`src/hw/rtl/mff_pkg.sv`:
```
package mff_pkg;

    localparam int FRAMES_DEF = 1024;
    localparam int LANES_DEF  = 8;
    localparam int MAX_LANES  = 8;
    localparam int SAMPLE_W   = 32;
    localparam int COUNT_W    = 11;
    localparam int CHAN_W     = 4;

    localparam logic [CHAN_W-1:0] CHAN_RESET = 4'd2;

    typedef enum logic [1:0] {
        CMD_WRITE = 2'd0,
        CMD_READ  = 2'd1,
        CMD_SKIP  = 2'd2,
        CMD_FLUSH = 2'd3
    } cmd_t;

    typedef logic [SAMPLE_W-1:0] sample_t;
    typedef logic [MAX_LANES-1:0][SAMPLE_W-1:0] frame_t;

    typedef struct packed {
        cmd_t                command;
        logic [COUNT_W-1:0]  skip_frames;
        logic signed [31:0]  sample_in_lane0;
        logic signed [31:0]  sample_in_lane1;
        logic signed [31:0]  sample_in_lane2;
        logic signed [31:0]  sample_in_lane3;
        logic signed [31:0]  sample_in_lane4;
        logic signed [31:0]  sample_in_lane5;
        logic signed [31:0]  sample_in_lane6;
        logic signed [31:0]  sample_in_lane7;
    } in_item_t;

    typedef struct packed {
        logic [COUNT_W-1:0]  frames_moved;
        logic [COUNT_W-1:0]  fill_level;
        logic signed [31:0]  sample_out_lane0;
        logic signed [31:0]  sample_out_lane1;
        logic signed [31:0]  sample_out_lane2;
        logic signed [31:0]  sample_out_lane3;
        logic signed [31:0]  sample_out_lane4;
        logic signed [31:0]  sample_out_lane5;
        logic signed [31:0]  sample_out_lane6;
        logic signed [31:0]  sample_out_lane7;
    } result_t;

    function automatic frame_t frame_of(input in_item_t item);
        frame_t f;
        f[0] = item.sample_in_lane0;
        f[1] = item.sample_in_lane1;
        f[2] = item.sample_in_lane2;
        f[3] = item.sample_in_lane3;
        f[4] = item.sample_in_lane4;
        f[5] = item.sample_in_lane5;
        f[6] = item.sample_in_lane6;
        f[7] = item.sample_in_lane7;
        return f;
    endfunction

    function automatic result_t result_of(input logic [COUNT_W-1:0] moved,
                                          input logic [COUNT_W-1:0] fill,
                                          input frame_t f);
        result_t r;
        r.frames_moved     = moved;
        r.fill_level       = fill;
        r.sample_out_lane0 = f[0];
        r.sample_out_lane1 = f[1];
        r.sample_out_lane2 = f[2];
        r.sample_out_lane3 = f[3];
        r.sample_out_lane4 = f[4];
        r.sample_out_lane5 = f[5];
        r.sample_out_lane6 = f[6];
        r.sample_out_lane7 = f[7];
        return r;
    endfunction

endpackage

```
`src/hw/rtl/mff_merge.sv`:
```
module mff_merge import mff_pkg::*; #(
    parameter int LANES = LANES_DEF
) (
    input  logic                            clk,
    input  logic                            rst_n,
    input  logic                            accept,
    input  logic [COUNT_W-1:0]              moved,
    input  logic [COUNT_W-1:0]              fill,
    input  logic [MAX_LANES-1:0]            lane_mask,
    input  logic [LANES-1:0][SAMPLE_W-1:0]  rd_data,
    output logic                            done,
    output result_t                         result
);

    logic                 done_reg;
    logic [MAX_LANES-1:0] mask_reg;
    logic [COUNT_W-1:0]   moved_reg;
    logic [COUNT_W-1:0]   fill_reg;
    frame_t               samples;

    always_ff @(posedge clk or negedge rst_n)
    begin
        if (!rst_n)
        begin
            done_reg <= 1'b0;
            mask_reg <= '0;
        end
        else
        begin
            done_reg <= accept;
            if (accept)
            begin
                mask_reg <= lane_mask;
            end
        end
    end

    always_ff @(posedge clk)
    begin
        if (accept)
        begin
            moved_reg <= moved;
            fill_reg  <= fill;
        end
    end

    // zero for lanes not read
    for (genvar l = 0; l < MAX_LANES; l++)
    begin : g_out
        if (l < LANES)
        begin : g_live
            assign samples[l] = mask_reg[l] ? rd_data[l] : '0;
        end
        else
        begin : g_none
            assign samples[l] = '0;
        end
    end

    assign done   = done_reg;
    assign result = result_of(moved_reg, fill_reg, samples);

endmodule

```
`config.mk`:
```
export PLATFORM = sky130hd
export DESIGN_NAME = mff_merge
export DESIGN_NICKNAME = d
export VERILOG_FILES = /design/src/hw/rtl/mff_pkg.sv /design/src/hw/rtl/mff_merge.sv
export SDC_FILE = /design/constraint.sdc
export NUM_CORES = 1
export LEC_CHECK = 0
export ABC_AREA = 1
export BUFFER_PORTS_ARGS = -buffer_cell sky130_fd_sc_hd__buf_2
export CAP_MARGIN = 25
export CORE_AREA = 2 2 221 223
export CTS_BUF_LIST = sky130_fd_sc_hd__clkbuf_8
export DETAILED_ROUTE_END_ITERATION = 6
export DIE_AREA = 0 0 223 225
export GPL_TIMING_DRIVEN = 1
export SYNTH_ARGS = -nofsm -noshare
export SYNTH_HDL_FRONTEND = slang
export SYNTH_SLANG_ARGS = --single-unit
export TNS_END_PERCENT = 100
```
`constraint.sdc`:
```
create_clock -name clk -period 2.5 [get_ports clk]
set_clock_uncertainty 0.05 [all_clocks]
set_input_delay 0.5 -clock clk [delete_from_list [all_inputs] [get_ports clk]]
set_output_delay 0.5 -clock clk [all_outputs]
set_load 0.005 [all_outputs]
```
## Word-level counts from Yosys, hierarchy flattened

Index checks and enable logic that the tools add are counted.

| word-level totals | value |
|---|---|
| register bits after elaboration | 31 |
| latch bits | 0 |
| bits in writable memories | 0 |
| ROM bits | 0 |
| output and inout port bits | 279 |
| logic and storage cells | 12 |
| memories kept | 0 |

| operators by class | value |
|---|---|
| add/subtract/negate cells | 0 |
| $mul | 0 |
| div/mod/pow operators | 0 |
| order comparisons | 0 |
| eq/ne operators | 0 |
| shift operators | 0 |
| multiplexer cells | 8 |
| bitwise logic cells | 0 |
| reductions and logical operators | 0 |

Operators with widths:

| operator | count |
|---|---|
| two-way mux 32 bit | 8 |

## Depth between registers and ports, before layout

Gate-level depths: netlist of run 1.

| logic depth | value |
|---|---|
| word-level depth | 1 |
| gate-level depth with buffers | 4 |

## Worst setup path after synthesis of run 1

OpenSTA, ideal clock, no wires.

| timing path | value |
|---|---|
| path type | register to output |
| start point | register mask_reg[1] |
| end point | output port result[193] (netlist bit) |
| arrival | 704 ps |
| data required time | 1,950 ps |
| path slack | 1,246 ps |
| stages on the path, launching flop included | 5 |
| cells stage by stage | dfrtp_1 buf_6 buf_12 nand2_2 inv_1 |

RTL lines:

| item | RTL line | RTL |
|---|---|---|
| start: declaration | mff_merge.sv:16 | `logic [MAX_LANES-1:0] mask_reg;` |
| start signal: assignment | mff_merge.sv:33 | `mask_reg <= lane_mask;` |
| end: declaration | mff_merge.sv:12 | `output result_t result` |

==> results.cfg, run 1 <==
[status]
outcome = completed

[setup_path]
worstPathArrival_ns = 1.33
crit_type = flip-flop to output port
start_kind = flip-flop
critPathMaxFanout = 32
worst_setup_path_end_kind = output port
crit_path_top_delay_cell = dfrtp_1
cp.required_ns = 1.95
timing.critical_path.buf_inv = 3
path_cells = buf_4, nand2_1, inv_1, buf_2
path_delay_family = buffers and inverters
cp_slowest_stage_delay_ns = 0.35

[global_route]
grt-ovfl-total = 0
grt_max_degree = 34
grt_pass1_wl_um = 24500
antenna_found_initial = 1
grt_pass1_vias = 4445
grtUsageTotal_pct = 6.32

[floorplanning]
die_h_um = 225
num_rows = 80
num_io_pins = 568
die_area_um2 = 50200
die_x_um = 223
core_um2 = 47500
start_util_pct = 7.03

[timing]
drv_slew = 0
fmaxAchievable_mhz = 533
fin_crit_ns = 1.88
setup_violations = 0
tightestPinTransition_ns = 0.381
final.setup.worst_slack_ns = 0.623
min_period_over_period_pct = 75.1
relSlewSlack_pct = 74.6
rsz0062_at_grt = false
final-hold-violation-count = 0
tns_ns = 0

[layout]
multi_input_area_um2 = 1130
layout_commonest_cell = buf_2
area_growth_pct = 103
seqCellArea_um2 = 887
nFillCells = 5495
final_cell_mix = buf_2, inv_1, nand2_1
fin_nets = 1441
layout-drive-gt1-share_pct = 53.5

[placement]
post-place-ws_ns = 0.897
portBuffers = 567
dp_hpwl_um = 15500
globalplace.congestion = 0.799

[power_and_ir_drop]
powerDensity_nw_per_um2 = 312
finalPower_mw = 2.11
power.leakage_nw = 5.60
vdd_drop_max_uv = 310

[routing]
vias = 5038
firstDrtPassIters = 6
drcViolationCount = 0
drt-total-wl_um = 17900
viasPerCell = 2.85
wl_per_cell_um = 10.1
drtIter0Drc = 137
final_antenna_net_count = 0

[cts]
clockBufferDepth = 2
cts-resized-gates = 0
clk_latency_ns = 0.29
path_clk_slew_ns = 0.09
clock-sinks = 31
cts_setup_buffers = 0
postCtsHoldBufs = 0
root_buffer = clkbuf_8
cts_buffers = 5
cts_tree = built
cts-htree-levels = 2

[synthesis]
yosys_register_bits = 31
netlist_instances = 601
synth_area_um2 = 3340
synth_area_per_cell_um2 = 5.56
yosysSeqAreaShare_pct = 26.5
yosysUniqueCellTypes = 9
synth_warnings = 0
syn_nets = 890

[run]
maxCapViolCount = 0

[worst_hold_path]
hold_path_class = primary input to asynchronous set/reset pin
==> layer usage <==
| metal | wire (um) | GRT usage, % |
|---|---|---|
| met5 | 0 | 0 |
| met2 | 9030 | 11.8 |
| met3 | 1660 | 1.54 |
| met4 | 357 | 1.80 |
| met1 | 6900 | 7.13 |
==> per-stage QoR <==
stage                     hold slack [ns]  cell area (um^2)  utilization, %  std cells
after CTS                          0.0417              6770            14.2       1768
after floorplan                     0.154              3340               -        601
after global placement              0.408              6660            14.0       1760
final                              0.0386              6780            14.2       1769
after detailed placement            0.404              6660            14.0       1760
after global routing               0.0511              6780            14.2       1769
==> final timing paths <==
check | start | end | slack (ns) | cells after the start
worst max register to register | mask_reg[1]$_DFFE_PN0P_ | mask_reg[1]$_DFFE_PN0P_ | 1.58 | 3
max in group asynchronous | rst_n | mask_reg[1]$_DFFE_PN0P_ | 2.07 | 1
worst min register to register | mask_reg[6]$_DFFE_PN0P_ | mask_reg[6]$_DFFE_PN0P_ | 0.42 | 2
min in group clk | moved[4] | moved_reg[4]$_DFFE_PP_ | 0.32 | 1
worst max-delay path | mask_reg[2]$_DFFE_PN0P_ | result[185] | 0.62 | 4
worst min-delay path | rst_n | mask_reg[3]$_DFFE_PN0P_ | 0.04 | 1
==> power breakdown <==
part	switching, mW	internal [mW]
Sequential	0.0121	0.596
Combinational	0.514	0.461
Clock	0.230	0.297
==> synth_stat cells <==
cell	number	area, um^2
nand2_1	250	938
buf_12	3	60.1
nand2_2	30	188
edfxtp_1	22	661
inv_2	1	3.75
buf_6	22	248
inv_1	256	961
buf_4	8	60.1
dfrtp_1	9	225
==> cell type report <==
| type | count | share of cell area (%) |
|---|---|---|
| Timing Repair Buffer | 577 | 43.0 |
| Clock inverter | 3 | 0.646 |
| Clock buffer | 5 | 1.02 |
| Multi-Input combinational cell | 280 | 16.6 |
| Inverter | 257 | 14.2 |
| Sequential cell | 31 | 13.1 |
| Tap cell | 615 | 11.4 |
| Antenna cell | 1 | 0.0369 |
==> kinds of logic after synthesis <==
logic type / Yosys count / share of synthesized area [%]
buf+inv: 290 / 39.8
flops: 31 / 26.5
simple gates: 280 / 33.7
No activity file was read; power rests on OpenSTA's default activity.
==> inputs of run 2 (changes only) <==
Settings changed: CORE_AREA 2 2 221 223 to 2 2 222 224, DIE_AREA 0 0 223 225 to 0 0 224 226.
Clock period 2.5 ns to 1.8 ns, I/O delays scaled along.
==> run 2 against run 1 <==
  * Wire length shrank 0.94%
  * Core utilization shrank 0.082 points
  * Sequential power is 40% higher
  * First-iteration DRC count is 9.5% higher
  * Worst hold slack better by 0.14 ns
  * Global-route usage fell by 0.29 points
  * Critical path depth is the same
==> results.cfg, run 2 (synthesis results as in run 1) <==
[floorplanning]
num_io_pins = 568
start_util_pct = 6.92
die_area_um2 = 50600
die_x_um = 224
die_h_um = 226
core_um2 = 48300
num_rows = 81

[cts]
cts_buffers = 5
clock-sinks = 31
clockBufferDepth = 2
cts_setup_buffers = 0
path_clk_slew_ns = 0.08
cts_tree = built
cts-htree-levels = 2
root_buffer = clkbuf_8
clk_latency_ns = 0.30

[power_and_ir_drop]
power.leakage_nw = 5.62
vdd_drop_max_uv = 276
powerDensity_nw_per_um2 = 412

[placement]
portBuffers = 567
dp_hpwl_um = 15500
globalplace.congestion = 0.850

[routing]
wl_per_cell_um = 10.0
dr_wl_met3_um = 1540
drcViolationCount = 0
final_antenna_net_count = 0
viasPerCell = 2.90
wl_met2_um = 8490
drtIter0Drc = 150
drt-total-wl_um = 17800
vias = 5148
top_layer_used = met4
wl_met1_um = 6990
firstDrtPassIters = 4

[timing]
rsz0062_at_grt = false
tns_ns = 0
drv_slew = 0
fmaxAchievable_mhz = 608
fin_crit_ns = 1.64
tightestPinTransition_ns = 0.369
whs_ns = 0.175
setup_violations = 0
relSlewSlack_pct = 75.4
min_period_over_period_pct = 91.4
final-hold-violation-count = 0

[global_route]
antenna_found_initial = 2
grt_pass1_vias = 4297
grt_pass1_wl_um = 23000
grt_max_degree = 34
grt-ovfl-total = 0
grtUsageTotal_pct = 6.03

[setup_path]
crit_type = flip-flop to output port
worstPathArrival_ns = 1.23
start_kind = flip-flop
critPathMaxFanout = 33
worst_setup_path_end_kind = output port
cp.required_ns = 1.39

[layout]
area_growth_pct = 105
multi_input_area_um2 = 1130
nFillCells = 5586
layout-drive-gt1-share_pct = 53.3
layout_commonest_cell = buf_2
final_cell_mix = buf_2, inv_1, nand2_1
fin_nets = 1441
seqCellArea_um2 = 887
fin_util_pct = 14.2

[worst_hold_path]
hold_path_class = primary input to flip-flop

[status]
outcome = completed

[run]
maxCapViolCount = 0
run 2: cell count changes in the layout (fill, tap and decap cells not counted):
cell and delta:
diode_2 +1, clkinv_4 -1, dlygate4sd3_1 +1, buf_12 +7, buf_4 -8, inv_1 +1, clkinvlp_4 +1, bufinv_16 -1
run 2: power breakdown:
part | internal, mW | total (mW) | leakage, nW | switching, mW
clock | 0.265 | 0.579 | 0.0453 | 0.315
combinational | 0.675 | 1.39 | 5.25 | 0.717
sequential | 0.828 | 0.851 | 0.323 | 0.0238
total | 1.77 | 2.82 | 5.62 | 1.06
run 2: layout make-up:
class                   instances  share of cell area [%]
clock buffers                   5                    1.00
repair buffers                577                    43.8
well taps                     622                    11.4
diodes                          2                  0.0731
clock inverters                 3                   0.237
inverters                     257                    14.1
flip-flops and latches         31                    13.0
multi-input cells             280                    16.4
run 2: worst max-delay path, stage by stage (launching register included):
cell,delay (ns)
dfrtp_1,0.33
buf_4,0.31
nand2_1,0.10
inv_1,0.07
buf_2,0.10
run 2: what timing repair did:
| action | CTS | global route |
|---|---|---|
| setup endpoints to repair | 0 | 0 |
| hold buffers | 1 | 0 |
| resized for setup | 0 | 0 |
| hold endpoints to repair | 9 | 0 |
run 2: through the flow:
stage	instance area (um^2)	worst slack, ns	total power [mW]	std cells
global placement	6750	0.461	2.27	1766
finish	6850	0.155	2.82	1777
CTS	6840	0.0976	2.89	1775
detailed placement	6750	0.465	2.27	1766
global route	6850	0.0513	3.06	1777
floorplan	3340	0.686	1.48	601
run 2: worst paths after layout:
path / startpoint / end / slack, ns / cells after the start
max in group asynchronous: rst_n / mask_reg[1]$_DFFE_PN0P_ / 1.00 / 2
worst min register to register: mask_reg[7]$_DFFE_PN0P_ / mask_reg[7]$_DFFE_PN0P_ / 0.49 / 2
min in group asynchronous: rst_n / mask_reg[2]$_DFFE_PN0P_ / 0.42 / 2
worst min-delay path: moved[0] / moved_reg[0]$_DFFE_PP_ / 0.18 / 1
worst max-delay path: mask_reg[4]$_DFFE_PN0P_ / result[121] / 0.16 / 4
worst max register to register: mask_reg[4]$_DFFE_PN0P_ / mask_reg[4]$_DFFE_PN0P_ / 0.90 / 3
run 2: layer usage:
layer	vias to the layer above	GRT usage (%)
met5	-	0
met4	0	3.35
met3	26	1.25
met2	336	10.1
met1	2143	7.15
li1	2643	-
==> inputs of run 3 (changes only) <==
Settings changed: CORE_AREA 2 2 222 224 to 2 2 221 223, DIE_AREA 0 0 224 226 to 0 0 223 225, REMOVE_ABC_BUFFERS set to 1.
Clock period 1.8 ns to 2.1 ns, I/O delays scaled along.
==> run 3 against run 2 <==
  * Sequential cell count unchanged
  * Cell count is 0.34% lower
  * Combinational power shrank 14%
  * Highest routed layer is now met5
  * Register-to-register slack improved by 0.29 ns
  * Power is 12% lower
  * Wire length increased by 20%
  * First-iteration DRC count increased by 2.7%
  * Core utilization increased by 0.14 points
  * Sequential power is 14% lower
  * Via count increased by 1.2%
  * Clock power down 0.9%
  * Global-route usage rose by 1.6 points
==> results.cfg, run 3 (synthesis results as in run 1) <==
[global_route]
antenna_found_initial = 11
grt-ovfl-total = 0
grt_pass1_wl_um = 27500
grt_max_degree = 34
grtUsageTotal_pct = 7.59
grt_pass1_vias = 4571

[power_and_ir_drop]
power.leakage_nw = 5.60
powerDensity_nw_per_um2 = 367
finalPower_mw = 2.49
vdd_drop_max_uv = 176

[setup_path]
crit_path_start = mask_reg[6]$_DFFE_PN0P_
cp_slowest_stage_delay_ns = 0.49
critPathMaxFanout = 25
r2r_start = mask_reg[7]$_DFFE_PN0P_
worst_setup_path_end_kind = output port
path_cells = buf_4, nand2_1, inv_1, buf_2
crit_type = flip-flop to output port
crit_path_top_delay_cell = dfrtp_1
cp.required_ns = 1.63
start_kind = flip-flop
worstPathArrival_ns = 1.37

[placement]
dp_hpwl_um = 18800
portBuffers = 567
globalplace.congestion = 0.848

[cts]
root_buffer = clkbuf_8
cts-resized-gates = 0
clockBufferDepth = 2
path_clk_slew_ns = 0.10
clk_latency_ns = 0.31
cts-htree-levels = 2
cts_buffers = 5
clock-sinks = 31
cts_tree = built

[layout]
area_growth_pct = 103
fin_nets = 1442
final_cell_mix = buf_2, inv_1, nand2_1
layout-drive-gt1-share_pct = 53.4
layout_commonest_cell = buf_2

[timing]
fmaxAchievable_mhz = 543
fin_crit_ns = 1.84
rsz0062_at_grt = false
setup_violations = 0
drv_slew = 0
min_period_over_period_pct = 87.7
tightestPinTransition_ns = 0.443
final-hold-violation-count = 0
relSlewSlack_pct = 70.4
tns_ns = 0

[routing]
vias = 5211
final_antenna_net_count = 0
wl_per_cell_um = 12.0
viasPerCell = 2.94
drtIter0Drc = 154
drcViolationCount = 0
firstDrtPassIters = 4
drt-total-wl_um = 21300

[worst_hold_path]
hold_path_class = primary input to flip-flop
hp-start = fill[6]

[floorplanning]
die_x_um = 223
start_util_pct = 7.03
die_area_um2 = 50200
num_io_pins = 568
core_um2 = 47500
num_rows = 80
die_h_um = 225

[run]
maxCapViolCount = 0

[status]
outcome = completed
[run 3: cell types whose count changed in the layout (fill, tap and decap cells not counted), sizes merged]
cell      change
buf           +1
clkinv        -1
clkinvlp      +1
[run 3: per-stage QoR]
| stage | hold slack [ns] | cells | area, um^2 | worst slack (ns) | util (%) |
|---|---|---|---|---|---|
| after floorplan | 0.0744 | 568 | 2980 | 0.288 | - |
| after global placement | 0.371 | 1760 | 6700 | 0.623 | 14.1 |
| after detailed placement | 0.372 | 1760 | 6700 | 0.595 | 14.1 |
| after CTS | 0.163 | 1769 | 6800 | 0.211 | 14.3 |
| after global routing | 0.175 | 1769 | 6800 | 0.0799 | 14.3 |
| final | 0.212 | 1771 | 6800 | 0.259 | 14.3 |
[run 3: repair_timing]
item / 4_1_cts / 5_1_grt
hold buffers: 1 / 0
endpoints found under the hold margin: 5 / 0
setup buffers: 0 / 0
setup endpoints to repair: 0 / 0
[run 3: layout make-up]
class	instances	area, um^2
fillers	5540	40700
repair buffers	578	2960
multi-input cells	280	1130
inverters	257	965
flip-flops and latches	31	886
well taps	615	769
clock buffers	5	68.8
clock inverters	3	23.8
diodes	2	5.00
[run 3: worst paths after layout]
kind,endpoint,slack [ns],cells after the start
worst min-delay path,fill_reg[6]$_DFFE_PP_,0.21,1
max in group asynchronous,mask_reg[1]$_DFFE_PN0P_,1.17,2
worst max-delay path,result[59],0.26,4
worst max register to register,mask_reg[7]$_DFFE_PN0P_,1.19,3
worst min register to register,mask_reg[0]$_DFFE_PN0P_,0.43,2
min in group asynchronous,mask_reg[4]$_DFFE_PN0P_,0.51,2
[run 3: report_power, final]
part	internal [mW]	switching [mW]	leakage (nW)
combinational	0.563	0.630	5.24
sequential	0.708	0.0193	0.324
clock	0.238	0.336	0.0408
total	1.51	0.985	5.60
[run 3: critical path, delay by kind of cell (launching register included)]
| kind | cells | cell delay, ns |
|---|---|---|
| flip-flops | 1 | 0.49 |
| buffers and inverters | 3 | 0.48 |
| AND/OR/NAND/NOR | 1 | 0.08 |
[run 3: layer usage]
layer / GRT usage [%] / vias up / part of all wire (%)
met5: 0 / - / 0.22
li1: - / 2645 / -
met3: 2.87 / 34 / 11
met4: 2.45 / 8 / 2.4
met1: 7.82 / 2148 / 36
met2: 14.1 / 376 / 50
